### config.mk
export PLATFORM = sky130hd
export DESIGN_NAME = priority_stack_flat
export DESIGN_NICKNAME = d
export VERILOG_FILES = /design/src/design/psq_pkg.sv /design/src/design/psq_if.sv /design/src/design/psq_cell.sv /design/src/design/priority_stack.sv /design/src/flat_wrapper.sv
export SDC_FILE = /design/constraint.sdc
export NUM_CORES = 2
export LEC_CHECK = 0
export BUFFER_PORTS_ARGS = -buffer_cell sky130_fd_sc_hd__clkbuf_2
export CORE_MARGIN = 2
export CORE_UTILIZATION = 50
export CTS_CLUSTER_DIAMETER = 80
export DETAILED_ROUTE_END_ITERATION = 7
export PLACE_DENSITY = 0.73
export SETUP_SLACK_MARGIN = 0.05
export SYNTH_ARGS = -nofsm -noshare
export SYNTH_HDL_FRONTEND = slang
export SYNTH_SLANG_ARGS = --single-unit
### constraint.sdc
create_clock -name i_clk -period 5.43 [get_ports i_clk]
set_input_delay 0 -clock i_clk [delete_from_list [all_inputs] [get_ports i_clk]]
set_output_delay 0 -clock i_clk [all_outputs]
set_load 0.02 [all_outputs]
### src/design/psq_pkg.sv
`timescale 1ns / 1ps

package psq_pkg;

    localparam int DEPTH     = 16;
    localparam int ELEM_BITS = 32;
    localparam int PRIO_BITS = 8;
    localparam int CNT_BITS  = $clog2(DEPTH + 1);

    typedef enum logic [1:0] {
        CMD_PUSH  = 2'd0,
        CMD_POP   = 2'd1,
        CMD_CLEAR = 2'd2
    } t_cmd;

    typedef enum logic [1:0] {
        ST_DONE  = 2'd0,
        ST_FULL  = 2'd1,
        ST_EMPTY = 2'd2
    } t_status;

    typedef struct packed {
        logic [ELEM_BITS-1:0] elem;
        logic [PRIO_BITS-1:0] prio;
    } t_entry;

    // broadcast to every cell of the row
    typedef struct packed {
        logic   push;
        logic   pop;
        t_entry entry;
    } t_cell_ctl;

endpackage

### src/design/psq_if.sv
`timescale 1ns / 1ps

interface psq_in_if;
    import psq_pkg::*;

    logic                 valid;
    logic                 ready;
    logic [1:0]           cmd;
    logic [ELEM_BITS-1:0] elem_in;
    logic [PRIO_BITS-1:0] prio_in;

    modport source (output valid, output cmd, output elem_in, output prio_in, input ready);
    modport sink   (input valid, input cmd, input elem_in, input prio_in, output ready);
endinterface

interface psq_out_if;
    import psq_pkg::*;

    logic                 valid;
    logic                 ready;
    logic [ELEM_BITS-1:0] top_elem;
    logic [PRIO_BITS-1:0] top_prio;
    logic [CNT_BITS-1:0]  count;
    logic                 is_empty;
    logic                 is_full;
    logic [1:0]           status;

    modport source (output valid, output top_elem, output top_prio, output count,
                    output is_empty, output is_full, output status, input ready);
    modport sink   (input valid, input top_elem, input top_prio, input count,
                    input is_empty, input is_full, input status, output ready);
endinterface

### src/design/psq_cell.sv
`timescale 1ns / 1ps

module psq_cell (
    input  logic               i_clk,
    input  psq_pkg::t_cell_ctl i_ctl,
    input  logic               i_valid,
    input  psq_pkg::t_entry    i_left,
    input  logic               i_left_gt,
    input  psq_pkg::t_entry    i_right,
    output psq_pkg::t_entry    o_entry,
    output psq_pkg::t_entry    o_next,
    output logic               o_gt
);
    import psq_pkg::*;

    t_entry r_entry;
    t_entry n_entry;

    // stored entry outranks the incoming one: it stays ahead of the insert point
    assign o_gt = i_valid && (r_entry.prio > i_ctl.entry.prio);

    always_comb begin
        n_entry = r_entry;
        if (i_ctl.push) begin
            if (!o_gt) begin
                n_entry = i_left_gt ? i_ctl.entry : i_left;
            end
        end else if (i_ctl.pop) begin
            n_entry = i_right;
        end
    end

    always_ff @(posedge i_clk) begin
        r_entry <= n_entry;
    end

    assign o_entry = r_entry;
    assign o_next  = n_entry;

endmodule

### src/design/priority_stack.sv
`timescale 1ns / 1ps

// Bounded priority stack, highest priority on top, equal priorities leave
// last in first out.
// i_in carries one command per transaction: push (elem_in, prio_in), pop of
// the top entry, or clear. Command code 3 changes nothing and reports state.
// o_out returns exactly one result per command: top element and priority
// (zero when empty), count, empty and full flags, and a status that flags a
// refused push on a full store or a refused pop on an empty one.
// Storage is a row of DEPTH cells; every cell compares its priority with the
// pushed one at once and shifts toward its neighbor. The result sits in the
// output register the cycle after the transaction, and one command per cycle
// is taken while o_out.ready is high. When the receiver stalls, the waiting
// result holds and i_in.ready drops until it is taken.
// Reset empties the store (count zero) and drops the output valid; the cell
// contents are not cleared, only entries below the count are ever read.

module priority_stack (
    input  logic      i_clk,
    input  logic      i_rst_n,
    psq_in_if.sink    i_in,
    psq_out_if.source o_out
);
    import psq_pkg::*;

    logic [CNT_BITS-1:0]  r_count;
    logic [CNT_BITS-1:0]  n_count;
    logic                 r_out_valid;
    logic [ELEM_BITS-1:0] r_top_elem;
    logic [PRIO_BITS-1:0] r_top_prio;
    logic [CNT_BITS-1:0]  r_out_count;
    t_status              r_status;
    t_status              n_status;

    logic      accept;
    logic      full;
    logic      empty;
    t_cell_ctl ctl;

    t_entry    cell_entry [DEPTH];
    t_entry    cell_next  [DEPTH];
    logic      cell_gt    [DEPTH];

    assign i_in.ready = !r_out_valid || o_out.ready;
    assign accept     = i_in.valid && i_in.ready;
    assign full       = (r_count == CNT_BITS'(DEPTH));
    assign empty      = (r_count == '0);

    always_comb begin
        n_count    = r_count;
        n_status   = ST_DONE;
        ctl.push   = 1'b0;
        ctl.pop    = 1'b0;
        ctl.entry.elem = i_in.elem_in;
        ctl.entry.prio = i_in.prio_in;
        if (accept) begin
            case (t_cmd'(i_in.cmd))
                CMD_PUSH: begin
                    if (full) begin
                        n_status = ST_FULL;
                    end else begin
                        ctl.push = 1'b1;
                        n_count  = r_count + CNT_BITS'(1);
                    end
                end
                CMD_POP: begin
                    if (empty) begin
                        n_status = ST_EMPTY;
                    end else begin
                        ctl.pop = 1'b1;
                        n_count = r_count - CNT_BITS'(1);
                    end
                end
                CMD_CLEAR: begin
                    n_count = '0;
                end
                default: begin
                    n_count = r_count;
                end
            endcase
        end
    end

    for (genvar i = 0; i < DEPTH; i++) begin : g_cell
        t_entry left;
        t_entry right;
        logic   left_gt;

        if (i == 0) begin : g_head
            assign left    = cell_entry[i];
            assign left_gt = 1'b1;
        end else begin : g_body
            assign left    = cell_entry[i-1];
            assign left_gt = cell_gt[i-1];
        end

        if (i == DEPTH - 1) begin : g_tail
            assign right = cell_entry[i];
        end else begin : g_inner
            assign right = cell_entry[i+1];
        end

        psq_cell u_cell (
            .i_clk     (i_clk),
            .i_ctl     (ctl),
            .i_valid   (CNT_BITS'(i) < r_count),
            .i_left    (left),
            .i_left_gt (left_gt),
            .i_right   (right),
            .o_entry   (cell_entry[i]),
            .o_next    (cell_next[i]),
            .o_gt      (cell_gt[i])
        );
    end

    always_ff @(posedge i_clk) begin
        if (!i_rst_n) begin
            r_count     <= '0;
            r_out_valid <= 1'b0;
        end else begin
            r_count <= n_count;
            if (accept) begin
                r_out_valid <= 1'b1;
            end else if (o_out.ready) begin
                r_out_valid <= 1'b0;
            end
        end
    end

    always_ff @(posedge i_clk) begin
        if (accept) begin
            r_top_elem  <= (n_count == '0) ? '0 : cell_next[0].elem;
            r_top_prio  <= (n_count == '0) ? '0 : cell_next[0].prio;
            r_out_count <= n_count;
            r_status    <= n_status;
        end
    end

    assign o_out.valid    = r_out_valid;
    assign o_out.top_elem = r_top_elem;
    assign o_out.top_prio = r_top_prio;
    assign o_out.count    = r_out_count;
    assign o_out.is_empty = (r_out_count == '0);
    assign o_out.is_full  = (r_out_count == CNT_BITS'(DEPTH));
    assign o_out.status   = r_status;

`ifndef SYNTH
    a_count_bound: assert property (@(posedge i_clk) disable iff (!i_rst_n)
        r_count <= CNT_BITS'(DEPTH))
        else $error("occupancy beyond depth");

    a_full_refused: assert property (@(posedge i_clk) disable iff (!i_rst_n)
        (accept && (i_in.cmd == CMD_PUSH) && full)
        |=> (r_count == CNT_BITS'(DEPTH)) && (r_status == ST_FULL))
        else $error("push on full store changed occupancy");

    a_pop_count: assert property (@(posedge i_clk) disable iff (!i_rst_n)
        (accept && (i_in.cmd == CMD_POP) && !empty)
        |=> (r_count == $past(r_count) - CNT_BITS'(1)))
        else $error("pop did not drop occupancy by one");

    a_result_count: assert property (@(posedge i_clk) disable iff (!i_rst_n)
        accept |=> (o_out.count == r_count))
        else $error("reported count differs from occupancy");
`endif

endmodule
### src/flat_wrapper.sv
// flat-port wrapper written by rule: the top's interface ports become plain ports
module priority_stack_flat import psq_pkg::*;
  (i_clk, i_rst_n, i_in_valid, i_in_cmd, i_in_elem_in, i_in_prio_in, i_in_ready, o_out_valid, o_out_top_elem, o_out_top_prio, o_out_count, o_out_is_empty, o_out_is_full, o_out_status, o_out_ready);
  psq_in_if i_in_i ();
  psq_out_if o_out_i ();
  input  logic i_clk;
  input  logic i_rst_n;
  input wire logic [$bits(i_in_i.valid)-1:0] i_in_valid;
  input wire logic [$bits(i_in_i.cmd)-1:0] i_in_cmd;
  input wire logic [$bits(i_in_i.elem_in)-1:0] i_in_elem_in;
  input wire logic [$bits(i_in_i.prio_in)-1:0] i_in_prio_in;
  output wire logic [$bits(i_in_i.ready)-1:0] i_in_ready;
  output wire logic [$bits(o_out_i.valid)-1:0] o_out_valid;
  output wire logic [$bits(o_out_i.top_elem)-1:0] o_out_top_elem;
  output wire logic [$bits(o_out_i.top_prio)-1:0] o_out_top_prio;
  output wire logic [$bits(o_out_i.count)-1:0] o_out_count;
  output wire logic [$bits(o_out_i.is_empty)-1:0] o_out_is_empty;
  output wire logic [$bits(o_out_i.is_full)-1:0] o_out_is_full;
  output wire logic [$bits(o_out_i.status)-1:0] o_out_status;
  input wire logic [$bits(o_out_i.ready)-1:0] o_out_ready;
  assign i_in_i.valid = i_in_valid;
  assign i_in_i.cmd = i_in_cmd;
  assign i_in_i.elem_in = i_in_elem_in;
  assign i_in_i.prio_in = i_in_prio_in;
  assign i_in_ready = i_in_i.ready;
  assign o_out_valid = o_out_i.valid;
  assign o_out_top_elem = o_out_i.top_elem;
  assign o_out_top_prio = o_out_i.top_prio;
  assign o_out_count = o_out_i.count;
  assign o_out_is_empty = o_out_i.is_empty;
  assign o_out_is_full = o_out_i.is_full;
  assign o_out_status = o_out_i.status;
  assign o_out_i.ready = o_out_ready;
  priority_stack u_core (.i_clk(i_clk), .i_rst_n(i_rst_n), .i_in(i_in_i), .o_out(o_out_i));
endmodule
# --- Word level (Yosys, flattened, before mapping) ---
# Index checks and enable logic that the tools add are counted.
totals:
  reg_bits: 693
  output_inout_bits: 51
  word_cells: 205
  inputBits: 46
classes:
  bitwise: 1
  add_sub_neg: 2
  mux: 74
  n_eq_ne: 18
  n_lt_le_gt_ge: 32
  n_reduce_logical: 40
op_table:
  columns: ["operator", "count"]
  rows:
  - ["$mux W40", 60]
  - ["$gt A8 B8 Y1", 16]
  - ["$lt A4 B5 Y1 const A", 8]
  - ["$reduce_and A2 Y1", 15]
  - ["$ne A2 B2 Y1 const B", 14]
  - ["$lt A3 B5 Y1 const A", 4]
  - ["$logic_and A1 B1 Y1", 17]
  - ["$logic_not A5 Y1", 3]
  - ["$mux W5", 3]
  - ["$pmux W5 S3", 1]
  - ["$eq A5 B5 Y1 const B", 2]
  - ["$lt A1 B5 Y1 const A", 2]
  - ["$lt A2 B5 Y1 const A", 2]
  - ["$mux W1", 7]
  - ["$add A5 B1 Y5 const B", 1]
  - ["$sub A5 B1 Y5 const B", 1]
  - ["$mux W2", 2]
  - ["$pmux W2 S2", 1]
  - ["$reduce_bool A2 Y1", 2]
  - ["$eq A2 B1 Y1 const B", 1]
  - ["$eq A2 B2 Y1 const B", 1]
  - ["$logic_not A2 Y1", 1]
  - ["$logic_not A1 Y1", 1]
  - ["$logic_or A1 B1 Y1", 1]
  - ["$not A1 Y1", 1]

# --- Longest topological paths before layout ---
logic_depth:
  depth_word: 6
  depth_mapped: 12
  ltp_nobuf: 8

# --- Cells and area by module ---
# Synthesis repeated with hierarchy kept, for this count alone.
unflattened:
  hier_cells: 5236
  hier_area_um2: 59517.1
modules_own_cells:
  columns: ["mod", "instances", "cells_per_inst", "seq_area_each_um2", "area_each_um2"]
  rows:
  - ["psq_cell at u_core.g_cell[14].u_cell ...", 11, 312, 800.8, 3567.2]
  - ["psq_cell at u_core.g_cell[0].u_cell ...", 5, 312, 800.8, 3455.8]
  - ["priority_stack", 1, 244, 1531.5, 2999.1]

# --- Least setup slack after synthesis ---
# Ideal clock, no wire load.
synth_timing:
  kind: "register to register"
  start: "register u_core.r_out_valid (netlist: u_core.o_out.valid)"
  end: "register u_core.g_cell[1].u_cell.r_entry (netlist bit u_core.g_cell[1].u_cell.o_entry[0]), enable pin"
  path_slack_ps: -730
  arrival_time_ps: 5667
  stages_incl_launch_ff: 7
  period_less_slack_ps: 6160
  path_cell_list: "dfxtp_1 nand2b_1 and2_1 nand3_1 clkbuf_1 clkbuf_1 o21ai_0"
synth_between:
  elab_chain_cells: 6
  elab_cells_between_ends: 7
  cone_classes: "eq/ne (1); mux (1); reduce/logical (5)"
synth_rtl:
  columns: ["element", "line_no", "text"]
  rows:
  - ["start, declared", "priority_stack.sv:28", "logic r_out_valid;"]
  - ["start signal, assigned", "priority_stack.sv:119", "r_out_valid <= 1'b0;"]
  - ["start signal, assigned", "priority_stack.sv:123", "r_out_valid <= 1'b1;"]
  - ["start signal, assigned", "priority_stack.sv:125", "r_out_valid <= 1'b0;"]
  - ["$logic_not A1 Y1 (*)", "priority_stack.sv:44", "assign i_in.ready = !r_out_valid || o_out.ready;"]
  - ["$logic_or A1 B1 Y1 (*)", "priority_stack.sv:44", null]
  - ["via i_in_ready", "flat_wrapper.sv:12", "output wire logic [$bits(i_in_i.ready)-1:0] i_in_ready;"]
  - ["$logic_and A1 B1 Y1 (*)", "priority_stack.sv:45", "assign accept = i_in.valid && i_in.ready;"]
  - ["via u_core.accept", "priority_stack.sv:35", "logic accept;"]
  - ["$mux W2 (*)", "priority_stack.sv:56", "if (accept) begin"]
  - ["$ne A2 B2 Y1 (no source line) / $reduce_bool A2 Y1 (equally long branches)", null, null]
  - ["$reduce_and A2 Y1 (no source line) (*)", null, null]
  - ["end signal, assigned", "psq_cell.sv:34", "r_entry <= n_entry;"]
  - ["end, declared", "psq_cell.sv:16", "t_entry r_entry;"]
# Mark *: on every way through the listed nets, which the timed path passes. The rest lies on a longest branch.
# A chain may end at the register's enable or synchronous reset.

# --- Worst setup path after layout ---
layout_timing:
  start: "register u_core.r_count[1]"
  end: "register u_core.g_cell[4].u_cell.r_entry (netlist bit u_core.g_cell[4].u_cell.o_entry[22]), enable pin"
layout_between:
  elab_chain_cells: 6
  elab_cells_between_ends: 12
  cone_classes: "order compare (1); eq/ne (2); mux (5); reduce/logical (4)"
layout_rtl:
  columns: ["element", "line_no", "text"]
  rows:
  - ["start, declared", "priority_stack.sv:26", "logic [CNT_BITS-1:0] r_count;"]
  - ["start signal, assigned", "priority_stack.sv:121", "r_count <= n_count;"]
  - ["$eq A5 B5 Y1 / $logic_not A5 Y1 (equally long branches)", "priority_stack.sv:46, priority_stack.sv:47", null]
  - ["$mux W1 (on tied branches)", "priority_stack.sv:59, priority_stack.sv:67", null]
  - ["$mux W1", "priority_stack.sv:57", "case (t_cmd'(i_in.cmd))"]
  - ["$mux W2", "priority_stack.sv:56", null]
  - ["$ne A2 B2 Y1 (no source line) / $reduce_bool A2 Y1 (equally long branches)", null, null]
  - ["$reduce_and A2 Y1 (no source line) (*)", null, null]
  - ["end signal, assigned", "psq_cell.sv:34", null]
  - ["end, declared", "psq_cell.sv:16", null]
# Every way passes the cells marked *; elsewhere a longest branch is shown, timed or not.

==> flow_summary.toml <==
[status]
run_status = "completed"

[final_layout]
final_common_cell = "sky130_fd_sc_hd__edfxtp_1"
filler_cell_count = 6731
share_of_final_layout_standard_cells_stronger_than_drive_strength_1 = 0.1134
area_growth_pct = 10.62
mostFrequentLayoutCells = "sky130_fd_sc_hd__edfxtp_1 (647), sky130_fd_sc_hd__nor2_1 (425), sky130_fd_sc_hd__a21oi_1 (308)"
antenna_cells_inserted = 0
nNetsFinal = 3953

[synth]
ys_warn_count = 0
syn_inst = 3877
synth_async_sr_flop_share = 0
synth.cell_area_sq_um = 39300
postSynthRegisterBits = 693
synth.distinct_cells = 60
avgSynthCellArea_sq_um = 10.14
synth-seq-area-share = 0.5178
synthFlopType = "sky130_fd_sc_hd__edfxtp_1"
synth-edff-count = 647
postSynthNetCount = 4055

[power]
pwr-share-seq = 0.481
power.share.switching = 0.2700
power_frac_comb = 0.127
peakVddDrop_mv = 0.2389
p_per_area_nw_per_um2 = 306.4
cell_internal_pwr_uw = 9722
clkPwrFrac = 0.392
p_sw_uw = 3596
cellLeakagePower_uw = 0.01639

[critical_path]
worst_ep_required_time_ns = 5.70
regToRegSetupSlack_ns = 1.61
cp_slowest_cell = "sky130_fd_sc_hd__nand2_2"
cp-end-kind = "flip-flop"
cp_delay_by_family_top = "simple AND/OR/NAND/NOR gates"
crit_cells = 7
bufs_and_invs_on_worst_path = 2
path_max_fanout = 21
setup.worst_path.class = "reg2reg"
timing.critical_path.mode_cell = "sky130_fd_sc_hd__nand2_2"
critical_path.cell_chain = "inv_1, ha_1, nor4b_4, nor2_1, nand2_2, nand2_2, buf_4"
timing.critical_path.slowest_cell_delay_ns = 0.79
cp.arrival_ns = 4.09
worstSetupStartpointType = "flip-flop"
timing.reg2reg.worst_path_depth = 7

[global_route]
number_of_global_route_vias_before_repair = 32071
grt.overflow.total = 0
grt_overall_usage = 0.3046
maximum_number_of_pins_on_one_net_before_global_route_repair = 242
grt_antenna_before_repair = 1
grt_first_pass_wirelength_um = 193400

[sta]
max_freq_ghz = 0.2619
timing.max_slew.rel_slack = 0.2404
tightest_slew_ns = 1.138
worst_clock_skew_ns = 0.03389
timing.final.max_slew_violations = 0
hold-worst-slack_ns = 0.05002
timing.final.hold_violations = 0
grt_setup_unrepaired = "false"
setup_viol = 0
worst_slack_ns = 1.611
final.period_utilization = 0.7033
fin_crit_period_ns = 3.819

[die]
die_h_um = 284.3
ios = 97
die-area_sq_um = 80850
design.core.area_sq_um = 77590
fp.dieW_um = 284.3
initial_utilization = 0.5064
placement_rows = 102

[worst_hold_path]
min_delay_path_depth = 3
hp-class = "in2reg"

[detailed_routing]
postRouteAntennaNets = 0
detail_route.drc_violations = 0
detailroute.via_count = 33431
first_iter_violations = 4972
drtPass1Iterations = 7
vias_per_cell = 6.856
postRouteWirelength_um = 127100
routedWlPerCell_um = 26.07

[cts]
htreeDepth = 3
worst_skew_pair.late_latency_ns = 0.64
clock_tree_from_tritoncts = "yes"
post_cts.resized_instances = 0
clk_pin_slew_ns = 0.06
cts_root_buffer = "sky130_fd_sc_hd__clkbuf_16"
clock_sinks = 693
clk_path_buf_depth = 3
cts_inserted_buffers = 77
postCtsHoldBufs = 34
post_cts.repair.setup_buffers = 0

[placement]
post-dp-hpwl_um = 74720
port_buffers = 96
preCtsSetupSlack_ns = 1.702
gp_congestion = 0.9270

[run]
maxCapViolCount = 0
[final cells by class]
type	instances	area (sq um)	share of cell area
inverter	29	108.9	0.002504
timing repair buffer	218	1669	0.03840
clock inverter	35	301.5	0.006937
clock buffer	105	2143	0.04931
tap	1040	1301	0.02993
multi-input combinational	2756	17600	0.4048
sequential	693	20350	0.4681
[path summary, 6_finish.rpt]
path,from,endpoint
worst min register to register,u_core.g_cell[0].u_cell.o_entry[20],u_core.g_cell[0].u_cell.o_entry[20]
worst max register to register,u_core.r_count[1],u_core.g_cell[4].u_cell.o_entry[22]
worst max-delay path,u_core.r_count[1],u_core.g_cell[4].u_cell.o_entry[22]
worst min-delay path,i_in_elem_in[7],u_core.g_cell[0].u_cell.o_entry[15]
[metal layers]
metal,GRT usage,up-vias,wire (um),share of wire
li1,-,14579,-,-
met1,0.4151,16244,50370,0.40
met2,0.4757,2254,57610,0.45
met3,0.06188,354,13970,0.11
met4,0.1247,0,5154,0.041
met5,0,-,0,0
[worst min-delay path, cell delays in order]
cell	delay, ns
sky130_fd_sc_hd__clkbuf_2	0.30
sky130_fd_sc_hd__nand2_1	0.21
sky130_fd_sc_hd__a31oi_1	0.09
[kinds of logic after synthesis]
family,synth area share
multiplexers,0.07234
AND/OR/NAND/NOR,0.1432
AO/OA/AOI/OAI,0.1816
flip-flops,0.5178
adder cells (fa/ha/maj),0.04203
buffers and inverters,0.04292
[flip-flops by register name (all words and copies together) (netlist names)]
name / flops
u_core.r_count: 5
u_core.o_out.top_elem: 32
u_core.o_out.count: 5
u_core.g_cell.u_cell.o_entry: 640
u_core.o_out.top_prio: 8
u_core.o_out.status: 2
u_core.o_out.valid: 1
[per-stage QoR]
stage | util | setup TNS (ns) | area (sq um) | total power (uW) | instances
after global routing | 0.5602 | 0 | 43470 | 13690 | 4876
after global placement | 0.5243 | 0 | 40680 | 8079 | 4702
after detailed placement | 0.5243 | 0 | 40680 | 8131 | 4702
after CTS | 0.5602 | 0 | 43470 | 13290 | 4876
final | 0.5602 | 0 | 43470 | 13320 | 4876
after floorplan | - | -146.00 | 39300 | 7567 | 3877
[Yosys cell counts, types with 2 or more instances]
cell type	n	area share
sky130_fd_sc_hd__a211oi_1	2	0.00038
sky130_fd_sc_hd__a21o_1	24	0.0046
sky130_fd_sc_hd__a21oi_1	314	0.040
sky130_fd_sc_hd__a221o_1	3	0.00076
sky130_fd_sc_hd__a221oi_1	3	0.00067
sky130_fd_sc_hd__a22oi_1	123	0.023
sky130_fd_sc_hd__a311oi_2	40	0.015
sky130_fd_sc_hd__a31oi_1	200	0.032
sky130_fd_sc_hd__and2_1	8	0.0013
sky130_fd_sc_hd__and3_1	42	0.0067
sky130_fd_sc_hd__and4_1	4	0.00089
sky130_fd_sc_hd__buf_1	8	0.00076
sky130_fd_sc_hd__buf_2	31	0.0039
sky130_fd_sc_hd__buf_6	5	0.0014
sky130_fd_sc_hd__clkbuf_1	354	0.034
sky130_fd_sc_hd__dfxtp_1	46	0.023
sky130_fd_sc_hd__edfxtp_1	647	0.49
sky130_fd_sc_hd__ha_1	132	0.042
sky130_fd_sc_hd__inv_1	29	0.0028
sky130_fd_sc_hd__mux2_2	40	0.011
sky130_fd_sc_hd__mux2i_1	239	0.061
sky130_fd_sc_hd__nand2_1	263	0.025
sky130_fd_sc_hd__nand2b_1	5	0.00080
sky130_fd_sc_hd__nand3_1	291	0.037
sky130_fd_sc_hd__nand4_1	146	0.023
sky130_fd_sc_hd__nor2_1	431	0.041
sky130_fd_sc_hd__nor2b_1	18	0.0029
sky130_fd_sc_hd__nor3_1	6	0.00076
sky130_fd_sc_hd__o211ai_1	122	0.023
sky130_fd_sc_hd__o21a_1	32	0.0061
sky130_fd_sc_hd__o21ai_0	223	0.028
sky130_fd_sc_hd__o21ai_1	5	0.00064
sky130_fd_sc_hd__o21ba_2	3	0.00076
sky130_fd_sc_hd__o21bai_1	4	0.00076
sky130_fd_sc_hd__o221ai_1	2	0.00045
sky130_fd_sc_hd__o22ai_1	4	0.00064
sky130_fd_sc_hd__or2_2	3	0.00048
sky130_fd_sc_hd__or3_1	3	0.00048
[power groups by stage]
stage	registers [uW]	logic (uW)	clock network, uW
floorplan	6490	1080	0
global placement	6500	1580	0
detailed placement	6500	1630	0
CTS	6400	1650	5240
global route	6430	1830	5440
finish	6410	1690	5220
(Power assumes the default switching activity.)
